`src/rtl/i2c_eeprom_master_assert.svh`:
```
// Assertion macros for the EEPROM master
`ifndef I2C_EEPROM_MASTER_ASSERT_SVH
`define I2C_EEPROM_MASTER_ASSERT_SVH
// Implication checked on every clock edge outside reset
`define IEM_ASSERT_IMP(lbl, ante, cons, msg) \
  lbl: assert property (@(posedge clk) disable iff (!rst_n) (ante) |-> (cons)) \
    else $error(msg);
// Next-cycle implication checked outside reset
`define IEM_ASSERT_NXT(lbl, ante, cons, msg) \
  lbl: assert property (@(posedge clk) disable iff (!rst_n) (ante) |=> (cons)) \
    else $error(msg);
`endif

```
`src/rtl/iem_pkg.sv`:
```
// ----------------------------------------------------------------------------
// iem_pkg
// Shared types and constants for the I2C EEPROM master.
// ----------------------------------------------------------------------------
package iem_pkg;

  localparam int PAGE_BYTES_DEF = 16;
  localparam int ADDR_WIDTH_DEF = 11;

  localparam logic [2:0] MODE_TICK  = 3'd0;
  localparam logic [2:0] MODE_RDB   = 3'd1;
  localparam logic [2:0] MODE_WRB   = 3'd2;
  localparam logic [2:0] MODE_RDP   = 3'd3;
  localparam logic [2:0] MODE_WRP   = 3'd4;
  localparam logic [2:0] MODE_LOAD  = 3'd5;

  localparam logic [2:0] ST_OK      = 3'd0;
  localparam logic [2:0] ST_DEVNACK = 3'd1;
  localparam logic [2:0] ST_WANACK  = 3'd2;
  localparam logic [2:0] ST_RDNACK  = 3'd3;
  localparam logic [2:0] ST_DATNACK = 3'd4;
  localparam logic [2:0] ST_TIMEOUT = 3'd5;

  localparam logic       CFG_PHASE  = 1'b0;
  localparam logic       CFG_LIMIT  = 1'b1;

  localparam logic [7:0] DEV_WR     = 8'ha0;
  localparam logic [7:0] DEV_RD     = 8'ha1;

  // One tick as queued between front and back
  typedef struct packed {
    logic [2:0]  mode;
    logic [10:0] address;
    logic [7:0]  write_data;
    logic [3:0]  buffer_index;
    logic        scl_in;
    logic        sda_in;
  } tick_t;

  typedef struct packed {
    logic       scl_release;
    logic       sda_release;
    logic       busy_res;
    logic       done_res;
    logic [2:0] status;
    logic [7:0] read_data;
    logic       read_valid;
    logic [3:0] read_index;
  } res_t;

  typedef enum logic [14:0] {
    S_IDLE     = 15'h0001, S_ST_LOW  = 15'h0002, S_ST_HIGH  = 15'h0004,
    S_ST_FALL  = 15'h0008, S_TX_LOW  = 15'h0010, S_TX_HIGH  = 15'h0020,
    S_TXA_LOW  = 15'h0040, S_TXA_HIGH = 15'h0080, S_RX_LOW  = 15'h0100,
    S_RX_HIGH  = 15'h0200, S_RXA_LOW = 15'h0400, S_RXA_HIGH = 15'h0800,
    S_SP_LOW   = 15'h1000, S_SP_HIGH = 15'h2000, S_SP_RISE  = 15'h4000
  } seq_t;

  typedef enum logic [2:0] {
    G_DEV = 3'd0, G_WADDR = 3'd1, G_RDEV = 3'd2, G_WDATA = 3'd3,
    G_RDATA = 3'd4, G_POLL = 3'd5, G_STOP = 3'd6, G_STOP_POLL = 3'd7
  } stage_t;

endpackage

```
`src/rtl/iem_tick_if.sv`:
```
// ----------------------------------------------------------------------------
// iem_tick_if
// Valid/ready channel carrying one input tick.
// ----------------------------------------------------------------------------
interface iem_tick_if;
  logic          valid;
  logic          ready;
  iem_pkg::tick_t data;
  modport source (output valid, output data, input ready);
  modport sink (input valid, input data, output ready);
endinterface

```
`src/rtl/iem_res_if.sv`:
```
// ----------------------------------------------------------------------------
// iem_res_if
// Valid/ready channel carrying one result.
// ----------------------------------------------------------------------------
interface iem_res_if;
  logic          valid;
  logic          ready;
  iem_pkg::res_t data;
  modport source (output valid, output data, input ready);
  modport sink (input valid, input data, output ready);
endinterface

```
`src/rtl/iem_cfg_if.sv`:
```
// ----------------------------------------------------------------------------
// iem_cfg_if
// Configuration write channel.
// ----------------------------------------------------------------------------
interface iem_cfg_if;
  logic        valid;
  logic        ready;
  logic        index;
  logic [15:0] wdata;
  modport source (output valid, output index, output wdata, input ready);
  modport sink (input valid, input index, input wdata, output ready);
endinterface

```
`src/rtl/iem_front.sv`:
```
// ----------------------------------------------------------------------------
// iem_front
// Accepts ticks and holds them in a two-entry queue for the sequencer.
// ----------------------------------------------------------------------------
module iem_front (
  input  logic           clk,
  input  logic           rst_n,
  input  logic           in_valid,
  output logic           in_ready,
  input  iem_pkg::tick_t in_data,
  output logic           q_valid,
  input  logic           q_pop,
  output iem_pkg::tick_t q_data
);

  iem_pkg::tick_t mem_r [2];
  logic           wp_r, rp_r, wp_nxt, rp_nxt;
  logic [1:0]     cnt_r, cnt_nxt;
  logic           push, pop;

  assign in_ready = (cnt_r != 2'd2);
  assign push     = in_valid && in_ready;
  assign pop      = q_pop && q_valid;
  assign q_valid  = (cnt_r != 2'd0);
  assign q_data   = mem_r[rp_r];

  // Advance pointers and occupancy
  always_comb begin
    wp_nxt  = push ? ~wp_r : wp_r;
    rp_nxt  = pop ? ~rp_r : rp_r;
    cnt_nxt = cnt_r + {1'b0, push} - {1'b0, pop};
  end

  always_ff @(posedge clk) begin
    if (!rst_n) begin
      wp_r  <= 1'b0;
      rp_r  <= 1'b0;
      cnt_r <= 2'd0;
    end else begin
      wp_r  <= wp_nxt;
      rp_r  <= rp_nxt;
      cnt_r <= cnt_nxt;
    end
  end

  // Store the accepted transaction
  always_ff @(posedge clk) begin
    if (push) begin
      mem_r[wp_r] <= in_data;
    end
  end

endmodule

```
`src/rtl/iem_back.sv`:
```
// ----------------------------------------------------------------------------
// iem_back
// Bus sequencer: runs one tick per cycle unless a held result stalls it, and registers the result.
// ----------------------------------------------------------------------------
`include "i2c_eeprom_master_assert.svh"
module iem_back #(
  parameter int PAGE_BYTES = iem_pkg::PAGE_BYTES_DEF,
  parameter int ADDR_WIDTH = iem_pkg::ADDR_WIDTH_DEF
) (
  input  logic           clk,
  input  logic           rst_n,
  input  logic           q_valid,
  output logic           q_pop,
  input  iem_pkg::tick_t q_data,
  input  logic [15:0]    phase_ticks,
  input  logic [7:0]     stretch_limit,
  output logic           r_valid,
  input  logic           r_ready,
  output iem_pkg::res_t  r_data
);

  localparam int PIW = (PAGE_BYTES > 1) ? $clog2(PAGE_BYTES) : 1;

  iem_pkg::seq_t   seq_r, seq_nxt;
  iem_pkg::stage_t stage_r, stage_nxt;
  logic [15:0]     ph_r, ph_nxt;
  logic [3:0]      bit_r, bit_nxt;
  logic [7:0]      sh_r, sh_nxt;
  logic [4:0]      bc_r, bc_nxt;
  logic [7:0]      sc_r, sc_nxt;
  logic [ADDR_WIDTH-1:0] addr_r, addr_nxt;
  logic [2:0]      cmd_r, cmd_nxt;
  logic [7:0]      hd_r, hd_nxt;
  logic [2:0]      pend_r, pend_nxt;
  logic [7:0]      pbuf_r [PAGE_BYTES];
  logic [7:0]      pb_rd_r;
  logic            ov_r;
  iem_pkg::res_t   od_r, res;

  logic        step, done, rv, wr_buf, nack;
  logic [2:0]  st;
  logic [7:0]  rd, devb, addr_lo;
  logic [3:0]  ri;
  logic [15:0] ticks;
  logic [7:0]  limit;
  logic [4:0]  total;
  logic [10:0] addr_full;
  logic [7:0]  rx_byte;
  logic [4:0]  pb_idx;

  assign q_pop   = q_valid && (!ov_r || r_ready);
  assign step    = q_pop;
  assign r_valid = ov_r;
  assign r_data  = od_r;

  assign ticks = (phase_ticks == 16'd0) ? 16'd1 : phase_ticks;
  assign limit = (stretch_limit == 8'd0) ? 8'd1 : stretch_limit;
  assign total = (cmd_r == iem_pkg::MODE_RDP || cmd_r == iem_pkg::MODE_WRP) ?
                 5'(PAGE_BYTES) : 5'd1;
  assign addr_full = 11'(addr_r);
  assign devb      = {4'd0, addr_full[10:8], 1'b0};
  assign addr_lo   = addr_full[7:0];
  assign nack      = q_data.sda_in;
  assign rx_byte   = {sh_r[6:0], q_data.sda_in};

  // Point the buffer read at the byte that the next data ack will send
  assign pb_idx = (stage_r == iem_pkg::G_WDATA) ? bc_r + 5'd1 : 5'd0;

  // Sequence one tick
  always_comb begin
    seq_nxt = seq_r; stage_nxt = stage_r; ph_nxt = ph_r; bit_nxt = bit_r;
    sh_nxt = sh_r; bc_nxt = bc_r; sc_nxt = sc_r; addr_nxt = addr_r;
    cmd_nxt = cmd_r; hd_nxt = hd_r; pend_nxt = pend_r;
    done = 1'b0; rv = 1'b0; st = iem_pkg::ST_OK; rd = 8'd0; ri = 4'd0;
    wr_buf = 1'b0;
    if (seq_r == iem_pkg::S_IDLE) begin
      if (q_data.mode >= iem_pkg::MODE_RDB && q_data.mode <= iem_pkg::MODE_WRP) begin
        cmd_nxt = q_data.mode; addr_nxt = q_data.address[ADDR_WIDTH-1:0];
        hd_nxt = q_data.write_data; stage_nxt = iem_pkg::G_DEV;
        pend_nxt = iem_pkg::ST_OK; ph_nxt = 16'd0; bit_nxt = 4'd0;
        bc_nxt = 5'd0; sc_nxt = 8'd0; seq_nxt = iem_pkg::S_ST_HIGH;
      end else if (q_data.mode == iem_pkg::MODE_LOAD) begin
        wr_buf = ({1'b0, q_data.buffer_index} < 5'(PAGE_BYTES));
        done = 1'b1;
      end
    end else if (seq_r == iem_pkg::S_RX_HIGH && !q_data.scl_in) begin
      sc_nxt = sc_r + 8'd1;
      if (sc_nxt >= limit) begin
        ph_nxt = 16'd0; pend_nxt = iem_pkg::ST_TIMEOUT;
        stage_nxt = iem_pkg::G_STOP; seq_nxt = iem_pkg::S_SP_LOW;
      end
    end else if ({1'b0, ph_r} + 17'd1 < {1'b0, ticks}) begin
      ph_nxt = ph_r + 16'd1;
    end else begin
      ph_nxt = 16'd0;
      case (seq_r)
        iem_pkg::S_ST_LOW:  seq_nxt = iem_pkg::S_ST_HIGH;
        iem_pkg::S_ST_HIGH: seq_nxt = iem_pkg::S_ST_FALL;
        iem_pkg::S_ST_FALL: begin
          bit_nxt = 4'd0; seq_nxt = iem_pkg::S_TX_LOW;
          if (stage_r == iem_pkg::G_DEV) sh_nxt = iem_pkg::DEV_WR | devb;
          else if (stage_r == iem_pkg::G_RDEV) sh_nxt = iem_pkg::DEV_RD | devb;
          else sh_nxt = iem_pkg::DEV_WR;
        end
        iem_pkg::S_TX_LOW: seq_nxt = iem_pkg::S_TX_HIGH;
        iem_pkg::S_TX_HIGH: begin
          sh_nxt = {sh_r[6:0], 1'b0}; bit_nxt = bit_r + 4'd1;
          seq_nxt = (bit_nxt >= 4'd8) ? iem_pkg::S_TXA_LOW : iem_pkg::S_TX_LOW;
        end
        iem_pkg::S_TXA_LOW: seq_nxt = iem_pkg::S_TXA_HIGH;
        iem_pkg::S_TXA_HIGH: begin
          case (stage_r)
            iem_pkg::G_DEV: begin
              if (nack) begin
                pend_nxt = iem_pkg::ST_DEVNACK; stage_nxt = iem_pkg::G_STOP;
                seq_nxt = iem_pkg::S_SP_LOW;
              end else begin
                stage_nxt = iem_pkg::G_WADDR; sh_nxt = addr_lo; bit_nxt = 4'd0;
                seq_nxt = iem_pkg::S_TX_LOW;
              end
            end
            iem_pkg::G_WADDR: begin
              if (nack) begin
                pend_nxt = iem_pkg::ST_WANACK; stage_nxt = iem_pkg::G_STOP;
                seq_nxt = iem_pkg::S_SP_LOW;
              end else if (cmd_r == iem_pkg::MODE_RDB || cmd_r == iem_pkg::MODE_RDP) begin
                stage_nxt = iem_pkg::G_RDEV; seq_nxt = iem_pkg::S_ST_LOW;
              end else begin
                stage_nxt = iem_pkg::G_WDATA; bc_nxt = 5'd0; bit_nxt = 4'd0;
                sh_nxt = (cmd_r == iem_pkg::MODE_WRB) ? hd_r : pb_rd_r;
                seq_nxt = iem_pkg::S_TX_LOW;
              end
            end
            iem_pkg::G_RDEV: begin
              if (nack) begin
                pend_nxt = iem_pkg::ST_RDNACK; stage_nxt = iem_pkg::G_STOP;
                seq_nxt = iem_pkg::S_SP_LOW;
              end else begin
                stage_nxt = iem_pkg::G_RDATA; bc_nxt = 5'd0; bit_nxt = 4'd0;
                sc_nxt = 8'd0; seq_nxt = iem_pkg::S_RX_LOW;
              end
            end
            iem_pkg::G_WDATA: begin
              if (nack) begin
                pend_nxt = iem_pkg::ST_DATNACK; stage_nxt = iem_pkg::G_STOP;
                seq_nxt = iem_pkg::S_SP_LOW;
              end else begin
                bc_nxt = bc_r + 5'd1;
                if (bc_nxt >= total) begin
                  pend_nxt = iem_pkg::ST_OK; stage_nxt = iem_pkg::G_STOP_POLL;
                  seq_nxt = iem_pkg::S_SP_LOW;
                end else begin
                  sh_nxt = pb_rd_r; bit_nxt = 4'd0;
                  seq_nxt = iem_pkg::S_TX_LOW;
                end
              end
            end
            default: begin
              if (nack) seq_nxt = iem_pkg::S_ST_LOW;
              else begin
                pend_nxt = iem_pkg::ST_OK; stage_nxt = iem_pkg::G_STOP;
                seq_nxt = iem_pkg::S_SP_LOW;
              end
            end
          endcase
        end
        iem_pkg::S_RX_LOW: seq_nxt = iem_pkg::S_RX_HIGH;
        iem_pkg::S_RX_HIGH: begin
          sh_nxt = rx_byte; bit_nxt = bit_r + 4'd1;
          if (bit_nxt >= 4'd8) begin
            rv = 1'b1; rd = rx_byte; ri = bc_r[3:0];
            seq_nxt = iem_pkg::S_RXA_LOW;
          end else begin
            seq_nxt = iem_pkg::S_RX_LOW;
          end
        end
        iem_pkg::S_RXA_LOW: seq_nxt = iem_pkg::S_RXA_HIGH;
        iem_pkg::S_RXA_HIGH: begin
          bc_nxt = bc_r + 5'd1;
          if (bc_nxt >= total) begin
            pend_nxt = iem_pkg::ST_OK; stage_nxt = iem_pkg::G_STOP;
            seq_nxt = iem_pkg::S_SP_LOW;
          end else begin
            bit_nxt = 4'd0; sc_nxt = 8'd0; seq_nxt = iem_pkg::S_RX_LOW;
          end
        end
        iem_pkg::S_SP_LOW:  seq_nxt = iem_pkg::S_SP_HIGH;
        iem_pkg::S_SP_HIGH: seq_nxt = iem_pkg::S_SP_RISE;
        iem_pkg::S_SP_RISE: begin
          if (stage_r == iem_pkg::G_STOP_POLL) begin
            stage_nxt = iem_pkg::G_POLL; seq_nxt = iem_pkg::S_ST_HIGH;
          end else begin
            seq_nxt = iem_pkg::S_IDLE; done = 1'b1; st = pend_r;
          end
        end
        default: seq_nxt = iem_pkg::S_IDLE;
      endcase
    end
  end

  // Drive the lines from the next state
  always_comb begin
    res = '0;
    res.scl_release = 1'b1;
    res.sda_release = 1'b1;
    case (seq_nxt)
      iem_pkg::S_ST_LOW: res.scl_release = 1'b0;
      iem_pkg::S_ST_FALL: res.sda_release = 1'b0;
      iem_pkg::S_TX_LOW: begin
        res.scl_release = 1'b0; res.sda_release = sh_nxt[7];
      end
      iem_pkg::S_TX_HIGH: res.sda_release = sh_nxt[7];
      iem_pkg::S_TXA_LOW, iem_pkg::S_RX_LOW: res.scl_release = 1'b0;
      iem_pkg::S_RXA_LOW: begin
        res.scl_release = 1'b0; res.sda_release = (bc_nxt + 5'd1 >= total);
      end
      iem_pkg::S_RXA_HIGH: res.sda_release = (bc_nxt + 5'd1 >= total);
      iem_pkg::S_SP_LOW: begin
        res.scl_release = 1'b0; res.sda_release = 1'b0;
      end
      iem_pkg::S_SP_HIGH: res.sda_release = 1'b0;
      default: res.sda_release = 1'b1;
    endcase
    res.busy_res   = (seq_nxt != iem_pkg::S_IDLE);
    res.done_res   = done;
    res.status     = st;
    res.read_data  = rd;
    res.read_valid = rv;
    res.read_index = ri;
  end

  always_ff @(posedge clk) begin
    if (!rst_n) begin
      seq_r <= iem_pkg::S_IDLE; stage_r <= iem_pkg::G_DEV; ph_r <= '0;
      bit_r <= '0; sh_r <= '0; bc_r <= '0; sc_r <= '0; addr_r <= '0;
      cmd_r <= '0; hd_r <= '0; pend_r <= '0; ov_r <= 1'b0;
    end else begin
      if (step) begin
        seq_r <= seq_nxt; stage_r <= stage_nxt; ph_r <= ph_nxt;
        bit_r <= bit_nxt; sh_r <= sh_nxt; bc_r <= bc_nxt; sc_r <= sc_nxt;
        addr_r <= addr_nxt; cmd_r <= cmd_nxt; hd_r <= hd_nxt;
        pend_r <= pend_nxt;
      end
      if (step) ov_r <= 1'b1;
      else if (r_ready) ov_r <= 1'b0;
    end
  end

  // Hold the result and the page buffer; fetch the next page byte ahead
  always_ff @(posedge clk) begin
    if (step) od_r <= res;
    if (step && wr_buf) pbuf_r[q_data.buffer_index[PIW-1:0]] <= q_data.write_data;
    pb_rd_r <= pbuf_r[pb_idx[PIW-1:0]];
  end

  `IEM_ASSERT_IMP(a_hold, ov_r && !r_ready, !q_pop, "result overwritten while held")
  `IEM_ASSERT_IMP(a_done_idle, ov_r && od_r.done_res, !od_r.busy_res,
                  "done reported while still busy")
  `IEM_ASSERT_IMP(a_rv_idx, ov_r && !od_r.read_valid, od_r.read_index == 4'd0,
                  "read index set without data")
  `IEM_ASSERT_NXT(a_step_valid, step, ov_r, "stepped without result")

endmodule

```
`src/rtl/i2c_eeprom_master.sv`:
```
// Ticks pass the input queue; the sequencer registers each result. Throughput:
// one tick per cycle unless a held result stalls; the sequencer steps once per
// queued tick. A two-entry input queue and the output register decouple the
// two sides. Reset (rst_n low, synchronous) idles the sequencer and empties
// the queue; the page buffer holds its contents until loaded.
// ----------------------------------------------------------------------------
// i2c_eeprom_master
// Top level of the tick-driven I2C EEPROM master.
// ----------------------------------------------------------------------------
module i2c_eeprom_master #(
  parameter int PAGE_BYTES = iem_pkg::PAGE_BYTES_DEF,
  parameter int ADDR_WIDTH = iem_pkg::ADDR_WIDTH_DEF
) (
  input  logic  clk,
  input  logic  rst_n,
  iem_tick_if.sink   in_ch,
  iem_res_if.source  out_ch,
  iem_cfg_if.sink    cfg_ch
);

  logic           q_valid, q_pop;
  iem_pkg::tick_t q_data;
  logic [15:0]    phase_r;
  logic [7:0]     limit_r;

  // Accept configuration writes at any time
  assign cfg_ch.ready = 1'b1;
  always_ff @(posedge clk) begin
    if (!rst_n) begin
      phase_r <= 16'd1;
      limit_r <= 8'd255;
    end else if (cfg_ch.valid) begin
      if (cfg_ch.index == iem_pkg::CFG_PHASE) phase_r <= cfg_ch.wdata;
      else limit_r <= cfg_ch.wdata[7:0];
    end
  end

  iem_front u_front (
    .clk(clk), .rst_n(rst_n),
    .in_valid(in_ch.valid), .in_ready(in_ch.ready), .in_data(in_ch.data),
    .q_valid(q_valid), .q_pop(q_pop), .q_data(q_data)
  );

  iem_back #(.PAGE_BYTES(PAGE_BYTES), .ADDR_WIDTH(ADDR_WIDTH)) u_back (
    .clk(clk), .rst_n(rst_n),
    .q_valid(q_valid), .q_pop(q_pop), .q_data(q_data),
    .phase_ticks(phase_r), .stretch_limit(limit_r),
    .r_valid(out_ch.valid), .r_ready(out_ch.ready), .r_data(out_ch.data)
  );

endmodule

```
`src/flat_wrapper.sv`:
```
// flat-port wrapper written by rule: the top's interface ports become plain ports
module i2c_eeprom_master_flat 
#(
  parameter int PAGE_BYTES = iem_pkg::PAGE_BYTES_DEF,
  parameter int ADDR_WIDTH = iem_pkg::ADDR_WIDTH_DEF
)
  (clk, rst_n, in_ch_valid, in_ch_data, in_ch_ready, out_ch_valid, out_ch_data, out_ch_ready, cfg_ch_valid, cfg_ch_index, cfg_ch_wdata, cfg_ch_ready);
  iem_tick_if in_ch_i ();
  iem_res_if out_ch_i ();
  iem_cfg_if cfg_ch_i ();
  input  logic clk;
  input  logic rst_n;
  input wire logic [$bits(in_ch_i.valid)-1:0] in_ch_valid;
  input wire logic [$bits(in_ch_i.data)-1:0] in_ch_data;
  output wire logic [$bits(in_ch_i.ready)-1:0] in_ch_ready;
  output wire logic [$bits(out_ch_i.valid)-1:0] out_ch_valid;
  output wire logic [$bits(out_ch_i.data)-1:0] out_ch_data;
  input wire logic [$bits(out_ch_i.ready)-1:0] out_ch_ready;
  input wire logic [$bits(cfg_ch_i.valid)-1:0] cfg_ch_valid;
  input wire logic [$bits(cfg_ch_i.index)-1:0] cfg_ch_index;
  input wire logic [$bits(cfg_ch_i.wdata)-1:0] cfg_ch_wdata;
  output wire logic [$bits(cfg_ch_i.ready)-1:0] cfg_ch_ready;
  assign in_ch_i.valid = in_ch_valid;
  assign in_ch_i.data = in_ch_data;
  assign in_ch_ready = in_ch_i.ready;
  assign out_ch_valid = out_ch_i.valid;
  assign out_ch_data = out_ch_i.data;
  assign out_ch_i.ready = out_ch_ready;
  assign cfg_ch_i.valid = cfg_ch_valid;
  assign cfg_ch_i.index = cfg_ch_index;
  assign cfg_ch_i.wdata = cfg_ch_wdata;
  assign cfg_ch_ready = cfg_ch_i.ready;
  i2c_eeprom_master #(.PAGE_BYTES(PAGE_BYTES), .ADDR_WIDTH(ADDR_WIDTH)) u_core (.clk(clk), .rst_n(rst_n), .in_ch(in_ch_i), .out_ch(out_ch_i), .cfg_ch(cfg_ch_i));
endmodule
```
`config.mk`:
```
export PLATFORM = sky130hd
export DESIGN_NAME = i2c_eeprom_master_flat
export DESIGN_NICKNAME = d
export VERILOG_FILES = /design/src/rtl/iem_pkg.sv /design/src/rtl/iem_tick_if.sv /design/src/rtl/iem_res_if.sv /design/src/rtl/iem_cfg_if.sv /design/src/rtl/iem_front.sv /design/src/rtl/iem_back.sv /design/src/rtl/i2c_eeprom_master.sv /design/src/flat_wrapper.sv
export VERILOG_INCLUDE_DIRS = /design/src /design/src/rtl
export SDC_FILE = /design/constraint.sdc
export NUM_CORES = 1
export LEC_CHECK = 0
export BUFFER_PORTS_ARGS = -buffer_cell sky130_fd_sc_hd__buf_4
export CAP_MARGIN = 5
export CORE_AREA = 2 2 189 266
export DETAILED_ROUTE_END_ITERATION = 10
export DIE_AREA = 0 0 191 268
export HOLD_SLACK_MARGIN = 0.06
export SLEW_MARGIN = 25
export SYNTH_ARGS = -nofsm -noshare
export SYNTH_HDL_FRONTEND = slang
export SYNTH_SLANG_ARGS = --single-unit
```
`constraint.sdc`:
```
create_clock -name clk -period 7.37 [get_ports clk]
set_input_delay 0.3685 -clock clk [delete_from_list [all_inputs] [get_ports clk]]
set_output_delay 0.3685 -clock clk [all_outputs]
set_load 0.02 [all_outputs]
```
; Word-level counts from Yosys, hierarchy flattened
; Memory sizes are Yosys's and may differ from the RTL's. A register that Yosys moved wholly into a read port is not among the register bits.
; Index checks and enable logic that the tools add are counted.
[op_classes]
add_sub_neg = 8
magnitude_cmp = 7
n_eq_ne = 62
n_mux = 116
bitwise_logic = 9
reduce_logical = 38
[ops]
columns = cell, count
row1 = $pmux 15 s14, 1
row2 = $mux 8, 17
row3 = $mux 16, 6
row4 = $mux 13, 7
row5 = $mux 15, 5
row6 = $mux 3, 23
row7 = $pmux 15 s4, 1
row8 = $mux 5, 10
row9 = $mux 4, 12
row10 = $ne 4x4->1 const B, 10
row11 = $pmux 8 s4, 1
row12 = $eq 15x11->1 const B, 2
row13 = $eq 15x12->1 const B, 2
row14 = $eq 15x13->1 const B, 2
row15 = $eq 15x14->1 const B, 2
row16 = $eq 15x2->1 const B, 2
row17 = $eq 15x4->1 const B, 2
row18 = $eq 15x5->1 const B, 2
row19 = $eq 15x6->1 const B, 2
row20 = $eq 15x7->1 const B, 2
row21 = $eq 15x9->1 const B, 2
row22 = $pmux 3 s4, 2
row23 = $pmux 8 s3, 1
row24 = $ne 5x5->1 const B, 4
row25 = 61 further kinds, 120
[word_totals]
regBits = 133
mem_bits_rw = 184
in_bits = 50
output_inout_bits = 23
elab_cells = 268
memories = 2
[memory_table]
columns = name, depth, word_bits, read_ports, rd_ports_with_merged_regs, write_ports, line_no
row1 = u_core.u_back.pbuf_r, 16, 8, 1, 1, 1, iem_back.sv:35  ; logic [7:0] pbuf_r [PAGE_BYTES];
row2 = u_core.u_front.mem_r, 2, 28, 1, 1, 1, iem_front.sv:16  ; iem_pkg::tick_t mem_r [2];

; Logic depth before layout (Yosys ltp)
[logic_depth]
word_depth = 14
depth_mapped = 24
mapped_depth_nobuf = 22

; Cells and area by module
; From an unflattened synthesis, not the netlist that was laid out.
[hier_totals]
cells_unflattened = 1481
area_unflattened_um2 = 16324.4
[by_module_without_submodules]
columns = module, instances, cells_per_inst, area_per_inst_um2, seq_area_each_um2
row1 = iem_back, 1, 1261, 12923.6, 6306.0
row2 = iem_front, 1, 111, 2358.5, 1781.7
row3 = i2c_eeprom_master, 1, 109, 1042.2, 480.5

; Worst setup path after synthesis
; OpenSTA, ideal clock, no wires.
[synth_path]
path_type = reg2reg
from = register u_core.u_back.ph_r[2]
to = register u_core.u_back.od_r, in the netlist u_core.u_back.r_data[18] (data pin)
setup_time_ns = 0.265
arrival_ns = 4.789
required_ns = 7.105
path_slack_ns = 2.316
stages_incl_launch_ff = 24
n_path_buf = 2
period_less_slack_ns = 5.054
path_cell_list = dfxtp_1 and3_1 and3_1 and3_1 clkbuf_1 nand3_1 nor2_1 nand3_1 xnor2_1 ha_1 nand3_1 nor3_1 a2111oi_2 o21a_1 buf_2 a21oi_1 mux2_2 ha_1 nand3_1 xor2_1 ha_1 or4_1 o31ai_1 mux2i_1
[synth_rtl]
columns = item, line_no
row1 = start: declaration, iem_back.sv:26  ; logic [15:0] ph_r, ph_nxt;
row2 = start signal: assignment, iem_back.sv:239  ; seq_r <= seq_nxt; stage_r <= stage_nxt; ph_r <= ph_nxt;
row3 = end signal: assignment, iem_back.sv:251  ; if (step) od_r <= res;
row4 = end: declaration, iem_back.sv:38  ; iem_pkg::res_t od_r, res;

==> results.md <==
* Clock Pin Slew Worst Setup and Hold Paths at 0.06 ns
* Top post-synthesis cells by area: edfxtp_1, dfxtp_1, nand2_1
* Yosys warnings at 0
* Vias at 11.8k
* RSZ-0062 raised after global routing: false
* Post-Synthesis Net Count at 1563
* Pleak at 6.36 nW
* Hold Slack at 0.113 ns
* Fraction of layout cells with a size suffix above 1 at between 10% and 20%
* WL/cell at 19.1 microns
* Setup TNS at 0 ns
* Final WS setup at between 1.5 and 2 ns
* Critical Path Start: u_core.u_back.ph_r[0]
* Crit Path Max Fanout at 10
* CTS Root Cell: clkbuf_16
* GPL Wtd Cong at 0.881
* CP endpoint kind: flop
* # setup viols final at 0
* Yosys top cell by area: edfxtp_1
* Status: complete, no violations
* FF-to-FF End: u_core.u_back.r_data[18]
* Mapped Cells at 1478
* Final period utilization at 76.3%
* CTS tree: yes
* Diodes inserted at 0
* HP Class: primary input to flop
* Share of the synthesized area in the top cell type at 39.6%
* H-tree lvl count at 2
* Seq cells post-synth at ~330
* Type of the worst setup path: flop to flop
* Post-Route Skew at 0.0259 ns
* Die height at 268 microns
* Sequential area share after synthesis at 55.4%
* Rel. slew slack at about 33%
* GRT overflow at 0
* Die Area at 51200 sq um
* Startpoint types: flop
* Slowest cell on crit path: a21oi_2
* R2R Setup Slk at 1.75 ns
* Critical path cell sequence: and3_1 > and3_1 > and3_1 > nand3_1 > nor2_1 > nand3_1 > xnor2_1 > ha_1 > nand3_1 > nor3_1 > o21ai_4 > a21oi_2 > a22o_1 > ha_1 > nand3_1 > xor2_1 > ha_1 > or4_1 > o31ai_1 > mux2i_1
* Vias in the first global route at 11.8k
* Largest net degree at the start of global routing at 56
* P per Cell Area at 315 nW/um^2
* Max Cap Violations at 0
* DRT Pass-1 Iters at 5
* Total routed wirelength at 42500 microns
* Fmax at 178 MHz
* Crit path to: u_core.u_back.r_data[18]
* Die Wd at 191 microns
* Drc violations at 0
* Worst Path Arrival at 5.91 ns
* Largest buffer count on any clock path at 3
* # rows at 96
* Worst slew pin tran at 0.985 ns
* Min-Delay Startpoint: rst_n
* Post-route minimum period at about 5.6 ns
* Port Buf Inserts at 71
* Post-layout util at 37.4%
* Sink Count at 326
* Ys flop type: edfxtp_1
* Hold depth at 2
* Vias per cell at roughly 5.3
* Initial antenna violation count at 0
* Max IR drop VDD at 0.245 mV
* Most used cell along the critical path: nand3_1
* Count leader, synth: edfxtp_1
* Reg2Reg Depth at 20
* Layout area overhead at 17.5%
* Pre-CTS setup slack at between 1.5 and 2 ns
* Initial core utilization at 31.8%
* Cell variety after synth at 84
* Num CTS Buffers at 36
* IO Count at 73
* Max Slew Vio Count at 0
* DRT iter0 DRCs at 774
* Required @ worst endpoint at 7.66 ns
* Fin. Hold Viols at 0
* Slowest Stage Delay on Critical Path at 0.54 ns
* Post-synth EDFFs at 204
* ANT nets after route at 0
* Core footprint at 48600 sq um
* First-pass GRT wire length at 66300 microns
* Worst-skew pair later-pin latency at around 0.56 ns
* HPWL Detailed at 30000 microns
* Critical R2R Launch: u_core.u_back.ph_r[0]
* All-layer global routing usage at about 17%
* Top post-synthesis cells by count: edfxtp_1, nand2_1, nor2_1
* Syn_area_per_cell at 10.5 sq um
* Fin nets at 1649
* Mapped cell area at between 15000 and 20000 sq um
* Fraction of registers with async set/reset at 0%
[layout by cell type, fill, tap and decap left out, types with 9 or more instances in the layout]
cell             n
nor4b_1          9
a211oi_1        19
o211ai_1        20
mux2_2          19
and2_1          19
nand2_1        169
a22oi_1         13
nor2_1         159
a31oi_1         14
o21ai_0         67
or3_1           13
xor2_1          19
dlygate4sd3_1   44
and3_1          20
o221ai_1        19
inv_1           37
clkbuf_16       36
buf_4           86
nand3_1         43
nor3_1          28
nor2b_1         22
dfxtp_1        121
clkinv_2        10
edfxtp_1       204
nand2b_1        10
mux2i_1         33
nor4_1          10
ha_1            35
a21oi_1        119
nand4_1          9
xnor2_1         20
nand3b_1        10
[worst max-delay path, delay by kind of cell (launching register included)]
family	cells	cell delay, ns
xor gates and xnor gates	2	0.32
AOI/OAI and AO/OA	4	1.27
DFF	1	0.41
muxes	1	0.11
and+or+nand+nor	10	2.53
adders and majority gates	3	0.72
[registers in the layout, indices dropped and copies added (netlist names), 4 cells and up, named ones only]
name and cells:
u_core.limit_r 8, u_core.u_back.sc_r 8, u_core.u_back.pbuf_r 128, u_core.u_back.ph_r 16, u_core.u_back.hd_r 8, u_core.u_back.addr_full 11, u_core.u_back.pb_rd_r 8, u_core.u_back.seq_r 15
u_core.u_back.bc_r 5, u_core.u_back.bit_r 4, u_core.u_front.mem_r 56, u_core.u_back.r_data 20, u_core.phase_r 16, u_core.u_back.sh_r 8
[per-layer routing]
layer	global-route usage, %	vias up	wire, microns
met5	0	-	0
met4	10.6	0	2650
met3	2.51	121	1580
met2	30.5	325	22200
met1	18.1	5726	16100
li1	-	5608	-
[worst min-delay path by stage]
stage                                         end
final                      u_core.u_back.seq_r[0]
after global placement    u_core.u_back.pend_r[0]
after CTS                  u_core.u_back.seq_r[0]
after detailed placement  u_core.u_back.pend_r[0]
after floorplan           u_core.u_back.pend_r[0]
after global routing       u_core.u_back.seq_r[0]
[area by class of cell]
type / instances / area [sq um]
fillers: 4777 / 30500
flip-flops and latches: 326 / 8570
multi-input cells: 1031 / 6460
repair buffers: 130 / 1090
clock buffers: 46 / 968
well taps: 637 / 797
clock inverters: 19 / 154
inverters: 39 / 148
[cells by family after synthesis]
kind of cell    synth area share [%]
compound gates                  13.6
xor+xnor                        2.26
fa+ha+maj                       2.83
buf+inv                         3.09
flops                           55.4
mux                             4.77
other cells                   0.0242
simple gates                    18.0
[stage by stage]
stage	area (sq um)	total power, mW	cells
3_5_place_dp	16600	4.03	2119
6_report	18200	5.73	2228
2_1_floorplan	15500	3.44	1478
5_1_grt	18200	6.02	2228
3_3_place_gp	16600	4.02	2119
4_1_cts	18200	5.78	2228
[report_power, final]
| part | total [mW] | switching (mW) | internal, mW |
|---|---|---|---|
| Clock | 1.72 | 0.742 | 0.974 |
| Sequential | 2.33 | 0.143 | 2.19 |
| Combinational | 1.68 | 1.16 | 0.527 |
| Total | 5.73 | 2.04 | 3.69 |
[timing repair]
action                                 CTS  global route
setup buffers                            0             0
hold buffers                            44             0
endpoints found under the hold margin   74             0
resized for setup                        0             0
Note: power is estimated with default switching activity, not from simulation.
